**src/design/sws_pkg.sv**
```systemverilog
// Shared codes, types and helpers for the stop-and-wait sender.
package sws_pkg;

    localparam int KIND_W    = 2;
    localparam int WORD_W    = 16;
    localparam int TIMER_W   = 16;
    localparam int MISS_W    = 8;
    localparam int IDX_W     = 3;
    localparam int ACKNUM_W  = 32;
    localparam int OUTCOME_W = 2;
    localparam int CFG_IDX_W = 2;
    localparam int CFG_DAT_W = 16;

    // input item kinds
    localparam logic [KIND_W-1:0] KIND_SEND  = 2'd0;
    localparam logic [KIND_W-1:0] KIND_TICK  = 2'd1;
    localparam logic [KIND_W-1:0] KIND_REPLY = 2'd2;

    // result outcomes
    localparam logic [OUTCOME_W-1:0] OUTCOME_NONE   = 2'd0;
    localparam logic [OUTCOME_W-1:0] OUTCOME_ACKED  = 2'd1;
    localparam logic [OUTCOME_W-1:0] OUTCOME_GAVEUP = 2'd2;

    // configuration register indexes
    localparam logic [CFG_IDX_W-1:0] CFG_TIMEOUT = 2'd0;
    localparam logic [CFG_IDX_W-1:0] CFG_RETRY   = 2'd1;

    localparam logic [TIMER_W-1:0] TIMEOUT_RESET = 16'd2000;
    localparam logic [MISS_W-1:0]  RETRY_RESET   = 8'd5;

    // reply halfword positions and flag
    localparam logic [IDX_W-1:0]  IDX_ACK_LO = 3'd2;
    localparam logic [IDX_W-1:0]  IDX_ACK_HI = 3'd3;
    localparam logic [IDX_W-1:0]  IDX_FLAGS  = 3'd4;
    localparam logic [IDX_W-1:0]  IDX_MAX    = 3'd7;
    localparam int                ACK_BIT    = 4;
    localparam logic [WORD_W-1:0] SUM_GOOD   = 16'hffff;

    typedef struct packed {
        logic                 send;
        logic                 send_seq;
        logic [OUTCOME_W-1:0] outcome;
    } t_result;

    // ones' complement add with end-around carry
    function automatic logic [WORD_W-1:0] ones_add(input logic [WORD_W-1:0] a,
                                                   input logic [WORD_W-1:0] b);
        logic [WORD_W:0] s;
        s = {1'b0, a} + {1'b0, b};
        ones_add = s[WORD_W] ? (s[WORD_W-1:0] + 1'b1) : s[WORD_W-1:0];
    endfunction

endpackage

```
**src/design/sws_core.sv**
```systemverilog
// Protocol state of the sender and the one-pass update for each item.
module sws_core import sws_pkg::*; (
    input  logic                  i_clk,
    input  logic                  i_rst_n,
    input  logic                  i_go,
    input  logic [KIND_W-1:0]     i_kind,
    input  logic [WORD_W-1:0]     i_word,
    input  logic                  i_last,
    input  logic [TIMER_W-1:0]    i_timeout_ticks,
    input  logic [MISS_W-1:0]     i_retry_limit,
    output t_result               o_result
);

    logic                r_waiting,  n_waiting;
    logic                r_seq,      n_seq;
    logic [TIMER_W-1:0]  r_timer,    n_timer;
    logic [MISS_W-1:0]   r_miss,     n_miss;
    logic [IDX_W-1:0]    r_idx,      n_idx;
    logic [WORD_W-1:0]   r_sum,      n_sum;
    logic [ACKNUM_W-1:0] r_ack_num,  n_ack_num;
    logic                r_ack_flag, n_ack_flag;

    logic [TIMER_W:0]    tick_next;
    logic [TIMER_W:0]    tick_lim;
    logic [MISS_W-1:0]   miss_next;
    logic [MISS_W-1:0]   retry_lim;
    logic [WORD_W-1:0]   sum_new;
    logic [ACKNUM_W-1:0] ack_num_new;
    logic                ack_flag_new;
    logic                bad_sum;
    logic                stale;

    always_comb begin
        tick_next = {1'b0, r_timer} + 1'b1;
        tick_lim  = (i_timeout_ticks == '0) ? {{TIMER_W{1'b0}}, 1'b1}
                                            : {1'b0, i_timeout_ticks};
        miss_next = r_miss + 1'b1;
        retry_lim = (i_retry_limit == '0) ? {{(MISS_W-1){1'b0}}, 1'b1} : i_retry_limit;

        sum_new      = ones_add(r_sum, i_word);
        ack_num_new  = r_ack_num;
        ack_flag_new = r_ack_flag;
        if (r_idx == IDX_ACK_LO) begin
            ack_num_new = {r_ack_num[ACKNUM_W-1:WORD_W], i_word};
        end else if (r_idx == IDX_ACK_HI) begin
            ack_num_new = {i_word, r_ack_num[WORD_W-1:0]};
        end else if (r_idx == IDX_FLAGS) begin
            ack_flag_new = i_word[ACK_BIT];
        end
        bad_sum = (sum_new != SUM_GOOD);
        stale   = ack_flag_new && (ack_num_new != {{(ACKNUM_W-1){1'b0}}, r_seq});
    end

    always_comb begin
        n_waiting  = r_waiting;
        n_seq      = r_seq;
        n_timer    = r_timer;
        n_miss     = r_miss;
        n_idx      = r_idx;
        n_sum      = r_sum;
        n_ack_num  = r_ack_num;
        n_ack_flag = r_ack_flag;
        o_result   = '0;

        unique case (i_kind)
            KIND_SEND: begin
                if (!r_waiting) begin
                    n_waiting     = 1'b1;
                    n_timer       = '0;
                    n_miss        = '0;
                    o_result.send = 1'b1;
                end
            end
            KIND_TICK: begin
                if (r_waiting) begin
                    if (tick_next >= tick_lim) begin
                        n_timer       = '0;
                        n_miss        = miss_next;
                        o_result.send = 1'b1;
                        if (miss_next >= retry_lim) begin
                            o_result.outcome = OUTCOME_GAVEUP;
                            n_waiting        = 1'b0;
                        end
                    end else begin
                        n_timer = tick_next[TIMER_W-1:0];
                    end
                end
            end
            KIND_REPLY: begin
                n_sum      = sum_new;
                n_ack_num  = ack_num_new;
                n_ack_flag = ack_flag_new;
                if (r_idx != IDX_MAX) begin
                    n_idx = r_idx + 1'b1;
                end
                if (i_last) begin
                    if (r_waiting) begin
                        n_timer = '0;
                        if (bad_sum || stale) begin
                            o_result.send = 1'b1;
                        end else if (ack_flag_new) begin
                            o_result.outcome = OUTCOME_ACKED;
                            n_waiting        = 1'b0;
                            n_seq            = ~r_seq;
                        end
                    end
                    // frame done: clear sum and captures
                    n_idx      = '0;
                    n_sum      = '0;
                    n_ack_num  = '0;
                    n_ack_flag = 1'b0;
                end
            end
            default: begin
            end
        endcase

        o_result.send_seq = o_result.send & r_seq;
    end

    always_ff @(posedge i_clk) begin
        if (!i_rst_n) begin
            r_waiting  <= 1'b0;
            r_seq      <= 1'b0;
            r_timer    <= '0;
            r_miss     <= '0;
            r_idx      <= '0;
            r_sum      <= '0;
            r_ack_num  <= '0;
            r_ack_flag <= 1'b0;
        end else if (i_go) begin
            r_waiting  <= n_waiting;
            r_seq      <= n_seq;
            r_timer    <= n_timer;
            r_miss     <= n_miss;
            r_idx      <= n_idx;
            r_sum      <= n_sum;
            r_ack_num  <= n_ack_num;
            r_ack_flag <= n_ack_flag;
        end
    end

endmodule

```
**src/design/stop_and_wait_sender.sv**
```systemverilog
// Top level of the stop-and-wait ARQ sender with alternating sequence bit.
//
// Input channel (i_valid / o_stall) carries one beat per event: a send
// request, a time tick or one reply halfword (i_last on the final one).
// Output channel (o_valid / i_stall) returns exactly one result beat per
// input beat: o_send asks for the held packet to go out with o_send_seq,
// o_outcome reports acknowledged or gave up.
// A beat is registered on entry, processed against the protocol state once
// the skid register is free, and its result is registered.
// Throughput is one beat per cycle while o_stall is low; the single protocol state
// update per beat (one ones' complement add, timer and ack compares) sets that rate.
// When the receiver stalls, results collect in the output register and a
// one-entry skid register; o_stall rises only when both are full and a
// beat is waiting in the input register.
// Configuration writes (i_cfg_valid / o_cfg_ready, always ready) set the
// timeout in ticks (index 0) and the retry limit (index 1); other indexes
// are dropped. Reset makes the block idle with sequence bit 0, timeout
// 2000 and retry limit 5, and empties all pipeline registers.
module stop_and_wait_sender import sws_pkg::*; (
    input  logic                  i_clk,
    input  logic                  i_rst_n,
    input  logic                  i_valid,
    output logic                  o_stall,
    input  logic [KIND_W-1:0]     i_kind,
    input  logic [WORD_W-1:0]     i_word,
    input  logic                  i_last,
    output logic                  o_valid,
    input  logic                  i_stall,
    output logic                  o_send,
    output logic                  o_send_seq,
    output logic [OUTCOME_W-1:0]  o_outcome,
    input  logic                  i_cfg_valid,
    output logic                  o_cfg_ready,
    input  logic [CFG_IDX_W-1:0]  i_cfg_index,
    input  logic [CFG_DAT_W-1:0]  i_cfg_data
);

    logic [TIMER_W-1:0] r_timeout_ticks;
    logic [MISS_W-1:0]  r_retry_limit;

    logic               r_in_valid;
    logic [KIND_W-1:0]  r_kind;
    logic [WORD_W-1:0]  r_word;
    logic               r_last;

    logic               r_out_valid;
    t_result            r_out;
    logic               r_skid_valid;
    t_result            r_skid;

    logic               in_take;
    logic               process;
    logic               out_pop;
    t_result            result;

    assign o_cfg_ready = 1'b1;

    always_ff @(posedge i_clk) begin
        if (!i_rst_n) begin
            r_timeout_ticks <= TIMEOUT_RESET;
            r_retry_limit   <= RETRY_RESET;
        end else if (i_cfg_valid && o_cfg_ready) begin
            if (i_cfg_index == CFG_TIMEOUT) begin
                r_timeout_ticks <= i_cfg_data[TIMER_W-1:0];
            end else if (i_cfg_index == CFG_RETRY) begin
                r_retry_limit <= i_cfg_data[MISS_W-1:0];
            end
        end
    end

    // process only when the skid register is free, so a result always has a home
    assign process = r_in_valid && !r_skid_valid;
    assign o_stall = r_in_valid && r_skid_valid;
    assign in_take = i_valid && !o_stall;
    assign out_pop = r_out_valid && !i_stall;

    always_ff @(posedge i_clk) begin
        if (!i_rst_n) begin
            r_in_valid <= 1'b0;
        end else if (in_take) begin
            r_in_valid <= 1'b1;
        end else if (process) begin
            r_in_valid <= 1'b0;
        end
    end

    always_ff @(posedge i_clk) begin
        if (in_take) begin
            r_kind <= i_kind;
            r_word <= i_word;
            r_last <= i_last;
        end
    end

    sws_core u_core (
        .i_clk           (i_clk),
        .i_rst_n         (i_rst_n),
        .i_go            (process),
        .i_kind          (r_kind),
        .i_word          (r_word),
        .i_last          (r_last),
        .i_timeout_ticks (r_timeout_ticks),
        .i_retry_limit   (r_retry_limit),
        .o_result        (result)
    );

    always_ff @(posedge i_clk) begin
        if (!i_rst_n) begin
            r_out_valid  <= 1'b0;
            r_skid_valid <= 1'b0;
        end else if (r_skid_valid) begin
            // drain skid into the output register
            if (out_pop) begin
                r_skid_valid <= 1'b0;
            end
        end else if (process) begin
            if (r_out_valid && !out_pop) begin
                r_skid_valid <= 1'b1;
            end else begin
                r_out_valid <= 1'b1;
            end
        end else if (out_pop) begin
            r_out_valid <= 1'b0;
        end
    end

    always_ff @(posedge i_clk) begin
        if (r_skid_valid) begin
            if (out_pop) begin
                r_out <= r_skid;
            end
        end else if (process) begin
            if (r_out_valid && !out_pop) begin
                r_skid <= result;
            end else begin
                r_out <= result;
            end
        end
    end

    assign o_valid    = r_out_valid;
    assign o_send     = r_out.send;
    assign o_send_seq = r_out.send_seq;
    assign o_outcome  = r_out.outcome;

endmodule
```
**config.mk**
```make
export PLATFORM = sky130hd
export DESIGN_NAME = stop_and_wait_sender
export DESIGN_NICKNAME = d
export VERILOG_FILES = /design/src/design/sws_pkg.sv /design/src/design/sws_core.sv /design/src/design/stop_and_wait_sender.sv
export SDC_FILE = /design/constraint.sdc
export NUM_CORES = 1
export LEC_CHECK = 0
export BUFFER_PORTS_ARGS = -buffer_cell sky130_fd_sc_hd__buf_2
export CORE_MARGIN = 4
export CORE_UTILIZATION = 55
export CTS_CLUSTER_DIAMETER = 150
export DETAILED_ROUTE_END_ITERATION = 6
export GPL_TIMING_DRIVEN = 0
export PLACE_DENSITY_LB_ADDON = 0.15
export SYNTH_ARGS = -nofsm -noshare
export SYNTH_HDL_FRONTEND = slang
export SYNTH_HIERARCHICAL = 1
export SYNTH_SLANG_ARGS = --single-unit
export TNS_END_PERCENT = 10
```
**constraint.sdc**
```tcl
create_clock -name i_clk -period 3.85 [get_ports i_clk]
set_clock_uncertainty 0.15 [all_clocks]
set_input_delay 0.385 -clock i_clk [delete_from_list [all_inputs] [get_ports i_clk]]
set_output_delay 0.385 -clock i_clk [all_outputs]
set_load 0.005 [all_outputs]
```
## Word level (Yosys, flattened, before mapping)

Cells that the tools add are included.

- Memories: 0
- Latch bits: 0
- Output and inout port bits: 7
- Bits of input ports: 42
- Bits in writable memories: 0
- Word-level logic and storage cells: 142
- Register bits: 132
- Bits in read-only memories: 0

- $add $sub $neg: 5
- Equality and inequality tests: 17
- $mul: 0
- Bitwise operators: 5
- Order comparisons: 2
- Multiplexer cells: 59
- Shift operators: 0
- Divide/modulo/power cells: 0
- Reductions and logical operators: 32

Operators with widths:

| kind | count |
|---|---|
| $mux W16 | 8 |
| $mux W32 | 3 |
| $pmux W16 S3 | 1 |
| $mux W8 | 4 |
| $ne A32 B1 Y1 | 1 |
| $mux W1 | 27 |
| $reduce_and A3 Y1 | 6 |
| $add A16 B1 Y17 const B | 1 |
| $add A16 B16 Y17 | 1 |
| $ge A17 B17 Y1 | 1 |
| $add A16 B1 Y16 const B | 1 |
| $logic_not A16 Y1 | 1 |
| $mux W4 | 4 |
| $ne A16 B16 Y1 const B | 1 |
| $pmux W8 S2 | 1 |
| $mux W2 | 6 |
| $reduce_and A6 Y1 | 2 |
| $reduce_bool A2 Y1 | 5 |
| $add A8 B1 Y8 const B | 1 |
| $ge A8 B8 Y1 | 1 |
| $logic_not A8 Y1 | 1 |
| $ne A2 B1 Y1 const B | 4 |
| $ne A2 B2 Y1 const B | 4 |
| $eq A3 B2 Y1 const B | 2 |
| 17 further kinds | 33 |

## Longest topological paths before layout

Gate-level depths: netlist of run 1.

- Word-level depth: 14
- Depth in mapped cells: 19
- Gate-level depth less buffers: 19

## Modules after synthesis

The synthesis of run 1 kept the hierarchy.

By module, submodules not included:

| module | area an instance (um2) | sequential area each (um2) | cells each | times used |
|---|---|---|---|---|
| sws_core | 5646.7 | 1561.5 | 703 | 1 |
| stop_and_wait_sender | 2004.4 | 1351.3 | 152 | 1 |

## Worst setup path after synthesis of run 1

Ideal clock, no wire load.

- Kind: reg2reg
- Start point: reg r_word[0]
- End point: reg r_out, in the netlist o_send_seq (data pin)
- Period minus slack after synthesis: 4.004 ns
- Data arrival time: 3.595 ns
- Library setup time: 0.260 ns
- Path slack: -0.154 ns
- Buffers on the path: 0
- Required time: 3.440 ns
- Stages on the path, launching flop included: 15
- Cell sequence: edfxtp_1 > ha_1 > inv_1 > fa_1 > nand2b_1 > a211oi_4 > nor3b_1 > a211oi_1 > or4_4 > or3b_1 > a21oi_2 > o2111ai_2 > o21ai_1 > a211oi_1 > mux2_2

RTL lines:

| what | line | RTL |
|---|---|---|
| start: declaration | stop_and_wait_sender.sv:43 | `logic [WORD_W-1:0] r_word;` |
| start signal: assignment | stop_and_wait_sender.sv:90 | `r_word <= i_word;` |
| end signal: assignment | stop_and_wait_sender.sv:130 | `r_out <= r_skid;` |
| end signal: assignment | stop_and_wait_sender.sv:136 | `r_out <= result;` |
| end: declaration | stop_and_wait_sender.sv:47 | `t_result r_out;` |

==> run summary, run 1 <==
Result of the run -> finished with violations
Failing checks -> setup timing
Sequential fraction of the synthesis area -> 38.07%
Required time reported for the critical path endpoint -> 3.86 ns
Clock-pin slew on the worst setup and hold paths -> 0.06 ns
Power after layout -> 3355 uW
Final layout net count -> 1,057
Number of max-capacitance violations reported -> 0
Placement Rows -> 42
Highest ir drop seen on vdd -> 0.3334 mV
Count of cells along the worst hold path -> 2
Max_slew headroom -> 32.85%
Number of sinks driven by the clock tree -> 132
Worst-path fanout max -> 5
Half-perimeter wire length of the detailed placement result -> 14,650 um
Antenna cells -> 0
Arrival time worst endpoint -> 4.19 ns
CTS tree -> done
Latest clock arrival within the worst-skew pair -> 0.42 ns
Number of synthesized flops with an enable pin -> 27
DRC violation count after routing -> 0
Post-DRT Antenna Nets -> 0
Post-Route Hold Slack -> 0.04913 ns
Core area -> 13,450 sq um
Filler cell count -> 1,054
Total of warnings raised by yosys -> 6
Final setup viols -> 6
Chip height -> 125.9 um
Final Hold Fails -> 0
Mapped Nets -> 950
Width of the die -> 125.9 um
Worst path cell trace -> ha_2 > inv_2 > fa_2 > nand2b_4 > a211oi_4 > o21a_4 > o2111ai_4 > or4_4 > or3b_1 > a21oi_2 > o2111ai_2 > o21ai_2 > a211oi_2 > mux2_4
Worst-case clock buffer depth -> 2
Total vias in the final route -> 6,932
Final critical path time including I/O delays and setup -> 4.183 ns
FF-to-FF End -> o_send_seq
Final worst slack -> -0.3328 ns
Port Buffers -> 47
Pins over their slew limit -> 0
Share of the clock period used by the worst path -> 108.6%
Leading post-synthesis cells by cell area -> sky130_fd_sc_hd__dfxtp_1 (27%), sky130_fd_sc_hd__edfxtp_1 (11%), sky130_fd_sc_hd__ha_1 (8.5%)
Library cell contributing the largest single delay on the critical path -> sky130_fd_sc_hd__or4_4
Synth cell types -> 81
Area added between synthesis and finish -> 23.32%
Length of the first detailed-routing pass in iterations -> 7
Worst slew pin tran -> 1.003 ns
Synthesized area divided by synthesized cell count -> 8.949 sq um
Share of synthesized flip-flops with an asynchronous set or reset -> 0%
Final Wtd Congestion -> 0.9260
Commonest register cell after synthesis -> sky130_fd_sc_hd__dfxtp_1
Initial antenna violation count -> 0
Total wirelength of the detailed-routed design -> 20,350 um
Root buffer cell -> sky130_fd_sc_hd__clkbuf_16
Aggregate global-route resource usage -> 25.30%
Total CTS buffers -> 17
Pin count of the biggest net entering global routing -> 20
Crit path launch type -> flop
Ports -> 49
Kind of capture point of the worst setup path -> flop
Total die area -> 15,860 sq um
First-iteration detailed-routing DRC count -> 615
Setup_tns -> -1.180 ns
Worst Setup Path Type -> flop to flop
Worst Hold Launch -> i_valid
Initial cell density of the core -> 56.87%
Setup repair after global routing missed its margin -> yes
Worst r2r path cells -> 14
Leakage power of the design -> 0.003902 uW
Max incr delay on CP -> 0.54 ns
Netlist area before placement -> 7651 sq um
Slack of the worst reg-to-reg path -> -0.33 ns
Startpoint of the most critical register-to-register path -> r_word[0]
Post-synth top area cell -> sky130_fd_sc_hd__dfxtp_1
Worst hold path class -> input pin to flop
Vias per cell -> 6.023
Power density over the cells -> 355.6 nW/um^2
Hold endpoint -> r_in_valid
Via count of the first global-routing pass -> 6,951
WL per Instance -> 17.68 um
Total gr overflow -> 0
Area share of the largest cell type after synthesis -> 27.47%
H-tree depth reported by CTS -> 4
Number of synthesized register bits -> 132
Max Clock Freq -> 239.1 MHz
Number of cells produced by synthesis -> 855
Share of layout cells above drive strength 1 -> 20.00%
Wire length of the first global-routing pass -> 32,850 um
## layer usage
metal	vias up	wire length [um]	track usage [%]
li1	3312	-	-
met1	3324	8081	29.37
met2	238	10400	44.48
met3	58	1289	6.266
met4	0	581	10.54
met5	-	0	0
## cell usage in the layout, fill, tap and decap left out, types with 18 or more instances in the layout
cell type / instances
sky130_fd_sc_hd__nor3_1: 19
sky130_fd_sc_hd__clkbuf_1: 21
sky130_fd_sc_hd__nor2_1: 100
sky130_fd_sc_hd__dfxtp_1: 100
sky130_fd_sc_hd__xor2_1: 21
sky130_fd_sc_hd__xnor2_1: 18
sky130_fd_sc_hd__buf_2: 54
sky130_fd_sc_hd__o21ai_0: 22
sky130_fd_sc_hd__buf_4: 25
sky130_fd_sc_hd__edfxtp_1: 27
sky130_fd_sc_hd__ha_1: 44
sky130_fd_sc_hd__inv_1: 47
sky130_fd_sc_hd__mux2i_1: 21
sky130_fd_sc_hd__a21oi_1: 31
sky130_fd_sc_hd__nand2_1: 70
sky130_fd_sc_hd__a22oi_1: 57
sky130_fd_sc_hd__dlygate4sd3_1: 19
## area by class of cell
type	count	area, sq um	area share, %
Tap cell	176	220.2	2.334
Sequential cell	132	2924	30.99
Buffer	33	170.2	1.803
Clock inverter	15	141.4	1.498
Timing Repair Buffer	91	616.8	6.538
Inverter	49	183.9	1.949
Clock buffer	17	425.4	4.509
Multi-Input combinational cell	638	4753	50.38
## critical path, delay by kind of cell (launching register included)
kind                       cells  cell delay, ns
muxes                          1            0.27
buffers and inverters          1            0.04
AOI/OAI and AO/OA              7            1.41
and+or+nand+nor                3            1.09
adders and majority gates      2            0.57
DFF                            1            0.42
## through the flow
step	cells	setup WS, ns	util [%]	cell area (sq um)
after floorplan	855	-0.1020	-	7662
after global placement	1078	-0.7484	60.34	8118
after detailed placement	1078	-0.8031	60.36	8120
after CTS	1146	-0.3332	68.03	9153
after global routing	1151	-0.4602	70.14	9435
final	1151	-0.3328	70.14	9435
## power by group
group	switching, uW	internal (uW)
Combinational	205	146
Sequential	33.9	1440
Clock	586	941
Total	825	2530
## kinds of logic after synthesis
| logic type | after synthesis | synth area share (%) |
|---|---|---|
| XOR/XNOR | 43 | 4.922 |
| other | 1 | 0.04901 |
| AO/OA/AOI/OAI | 204 | 19.89 |
| flip-flops | 132 | 38.07 |
| multiplexers | 26 | 3.483 |
| AND/OR/NAND/NOR | 311 | 20.18 |
| buffers and inverters | 85 | 4.644 |
| adder cells (fa/ha/maj) | 53 | 8.765 |
## flip-flops by register name (all words and copies together), names as in the netlist
| name | cells |
|---|---|
| r_skid | 4 |
| o_send_seq | 1 |
| r_kind | 2 |
| r_timeout_ticks | 16 |
| r_in_valid | 1 |
| u_core/r_sum | 16 |
| o_valid | 1 |
| u_core/r_timer | 16 |
| u_core/r_ack_num | 32 |
| o_send | 1 |
| r_last | 1 |
| r_retry_limit | 8 |
| u_core/r_idx | 3 |
| u_core/r_waiting | 1 |
| u_core/r_seq | 1 |
| r_skid_valid | 1 |
| u_core/r_miss | 8 |
| u_core/r_ack_flag | 1 |
| r_word | 16 |
| o_outcome | 2 |
## synthesized netlist by cell type, types with 8 or more instances
cell type and count:
sky130_fd_sc_hd__a21o_1 12, sky130_fd_sc_hd__a21oi_1 37, sky130_fd_sc_hd__a22oi_1 57, sky130_fd_sc_hd__and2_1 11
sky130_fd_sc_hd__and3_1 11, sky130_fd_sc_hd__clkbuf_1 25, sky130_fd_sc_hd__dfxtp_1 105, sky130_fd_sc_hd__edfxtp_1 27
sky130_fd_sc_hd__ha_1 52, sky130_fd_sc_hd__inv_1 48, sky130_fd_sc_hd__mux2i_1 21, sky130_fd_sc_hd__nand2_1 72
sky130_fd_sc_hd__nand2b_1 9, sky130_fd_sc_hd__nand3_1 22, sky130_fd_sc_hd__nor2_1 103, sky130_fd_sc_hd__nor2b_1 9
sky130_fd_sc_hd__nor3_1 20, sky130_fd_sc_hd__nor4_1 12, sky130_fd_sc_hd__o211ai_1 8, sky130_fd_sc_hd__o21a_1 9
sky130_fd_sc_hd__o21ai_0 24, sky130_fd_sc_hd__xnor2_1 21, sky130_fd_sc_hd__xor2_1 22
## how the worst max path moves through the flow
stage	from	endpoint	slack, ns	cells after the start
global route	r_word[1]	o_send_seq	-0.46	13
floorplan	r_word[0]	o_send_seq	-0.10	14
global placement	r_word[0]	o_send_seq	-0.75	14
detailed placement	r_word[0]	o_send_seq	-0.80	14
CTS	r_word[0]	o_send_seq	-0.33	14
finish	r_word[0]	o_send_seq	-0.33	14
## what timing repair did
action / in CTS / in global routing
setup buffers: 19 / 6
resized for setup: 33 / 49
endpoints found under the setup margin: 36 / 34
pin swaps: 16 / 10
endpoints found under the hold margin: 19 / 0
hold buffers: 19 / 0
Note: power is estimated with default switching activity, not from simulation.
==> inputs of run 2 (changes only) <==
Settings changed: RECOVER_POWER set to 50.
==> run summary, run 2 (same netlist as run 1, synthesis figures left out) <==
Post-Place Cells -> 1,078
Share of the clock period used by the worst path -> 108.4%
Antenna cells -> 0
Share of layout cells above drive strength 1 -> 18.97%
Leading cell types in the layout, fill and taps excluded -> sky130_fd_sc_hd__nor2_1 (100), sky130_fd_sc_hd__dfxtp_1 (100), sky130_fd_sc_hd__nand2_1 (70)
Port Buffers -> 47
First-iteration detailed-routing DRC count -> 658
Sequential share of power -> 44.1%
Leakage power of the design -> 0.003876 uW
Internal portion of total power -> 2529 uW
Worst r2r path cells -> 14
Crit path launch type -> flop
Total vias in the final route -> 6,940
Slack of the worst reg-to-reg path -> -0.32 ns
Pin count of the biggest net entering global routing -> 20
Critical Path Source -> r_word[0]
P_sw -> 824.3 uW
Clock network power share -> 45.5%
Ports -> 49
Half-perimeter wire length of the detailed placement result -> 14,650 um
Wire length of the first global-routing pass -> 32,850 um
Width of the die -> 125.9 um
Worst hold path class -> input pin to flop
Max_slew headroom -> -16.09%
Worst slew pin tran -> 1.738 ns
Final worst slack -> -0.3235 ns
Library cell contributing the largest single delay on the critical path -> sky130_fd_sc_hd__or4_4
Total wirelength of the detailed-routed design -> 20,360 um
Number of max-capacitance violations reported -> 1
Worst path cell trace -> ha_2 > inv_2 > fa_2 > nand2b_4 > a211oi_4 > o21a_4 > o2111ai_4 > or4_4 > or3b_1 > a21oi_2 > o2111ai_2 > o21ai_2 > a211oi_2 > mux2_4
Setup repair after global routing missed its margin -> yes
Core area -> 13,450 sq um
Worst-path fanout max -> 5
Total die area -> 15,860 sq um
Kind of capture point of the worst setup path -> flop
Vias per cell -> 6.030
Length of the first detailed-routing pass in iterations -> 7
Final core utilization -> 70.03%
Result of the run -> finished with violations
H-tree depth reported by CTS -> 4
Final Hold Fails -> 0
Worst Hold Launch -> i_valid
Area added between synthesis and finish -> 23.14%
FF-to-FF End -> o_send_seq
Final critical path time including I/O delays and setup -> 4.174 ns
Final layout net count -> 1,057
Worst Setup Path Type -> flop to flop
Latest clock arrival within the worst-skew pair -> 0.42 ns
Max incr delay on CP -> 0.54 ns
Highest ir drop seen on vdd -> 0.3346 mV
Arrival time worst endpoint -> 4.18 ns
Pins over their slew limit -> 20
Max Clock Freq -> 239.6 MHz
Chip height -> 125.9 um
Post-DRT Antenna Nets -> 0
DRC violation count after routing -> 1
Post-Route Hold Slack -> 0.04918 ns
Filler cell count -> 1,059
Placement Rows -> 42
Final setup viols -> 6
Post-Layout Cell Count -> 1,151
Via count of the first global-routing pass -> 6,951
Initial antenna violation count -> 0
Aggregate global-route resource usage -> 25.30%
Initial cell density of the core -> 56.87%
Final Wtd Congestion -> 0.9260
Total CTS buffers -> 17
Root buffer cell -> sky130_fd_sc_hd__clkbuf_16
Failing checks -> DRC, capacitance limit, slew limit, setup timing
Switching share of power -> 24.58%
Required time reported for the critical path endpoint -> 3.86 ns
CTS tree -> done
Clock-pin slew on the worst setup and hold paths -> 0.06 ns
Number of sinks driven by the clock tree -> 132
Max reg flops -> 32
Power density over the cells -> 355.9 nW/um^2
Total gr overflow -> 0
Startpoint of the most critical register-to-register path -> r_word[0]
WL per Instance -> 17.69 um
Register ranked first by flip-flop count -> u_core/r_ack_num
Relative contribution of combinational cells to total power -> 10.5%
Worst-case clock buffer depth -> 2
Critical Path End -> o_send_seq
[run 2: worst min path at each step]
stage,endpoint,slack (ns),cells past startpoint
2_1_floorplan,r_timeout_ticks[0],0.28,2
3_3_place_gp,r_retry_limit[2],0.30,1
3_5_place_dp,r_retry_limit[1],0.31,2
4_1_cts,r_in_valid,0.04,2
5_1_grt,r_in_valid,0.05,2
6_report,r_in_valid,0.05,2
[run 2: per-stage QoR]
stage               power [uW]  TNS (ns)  instance area [sq um]  setup slack (ns)
floorplan                 1695   -0.1939                   7662           -0.1020
global placement          1785    -15.55                   8118           -0.7484
detailed placement        1795    -18.56                   8120           -0.8031
CTS                       3355    -2.016                   9153           -0.3332
global route              3483    -3.750                   9422           -0.4602
finish                    3353    -1.113                   9422           -0.3235
[run 2: power groups by stage]
stage | Sequential, uW | Clock [uW] | Combinational (uW)
floorplan | 1490 | 0 | 202
global placement | 1510 | 0 | 275
detailed placement | 1510 | 0 | 284
CTS | 1480 | 1550 | 324
global route | 1480 | 1620 | 384
finish | 1480 | 1530 | 351
[run 2: final cells by class]
class	count	area, sq um	share of cell area (%)
timing repair buffer	91	608.1	6.454
clock buffer	17	425.4	4.515
tap	176	220.2	2.337
clock inverter	15	141.4	1.501
buffer	33	167.7	1.780
multi-input combinational	638	4751	50.42
sequential	132	2924	31.04
inverter	49	183.9	1.952
[run 2: routing by layer]
layer	vias to the layer above	part of all wire, %	global-route usage [%]	wire (um)
met5	-	0	0	0
met2	247	51	44.48	10420
met1	3322	40	29.37	8072
li1	3314	-	-	-
met4	0	2.9	10.54	581
met3	57	6.3	6.266	1287
[run 2: worst max-delay path, delay by kind of cell (launching register included)]
family                   cells  cell delay [ns]
AO/OA/AOI/OAI                7             1.41
adder cells (fa/ha/maj)      2             0.56
AND/OR/NAND/NOR              3             1.09
buffers and inverters        1             0.04
flip-flops                   1             0.41
multiplexers                 1             0.27
[run 2: timing repair]
item,CTS,global route
resized for setup,33,49
cloned,0,0
pin swaps,16,10
endpoints found under the hold margin,19,0
endpoints found under the setup margin,36,34
buffers inserted,19,6
hold buffers,19,0
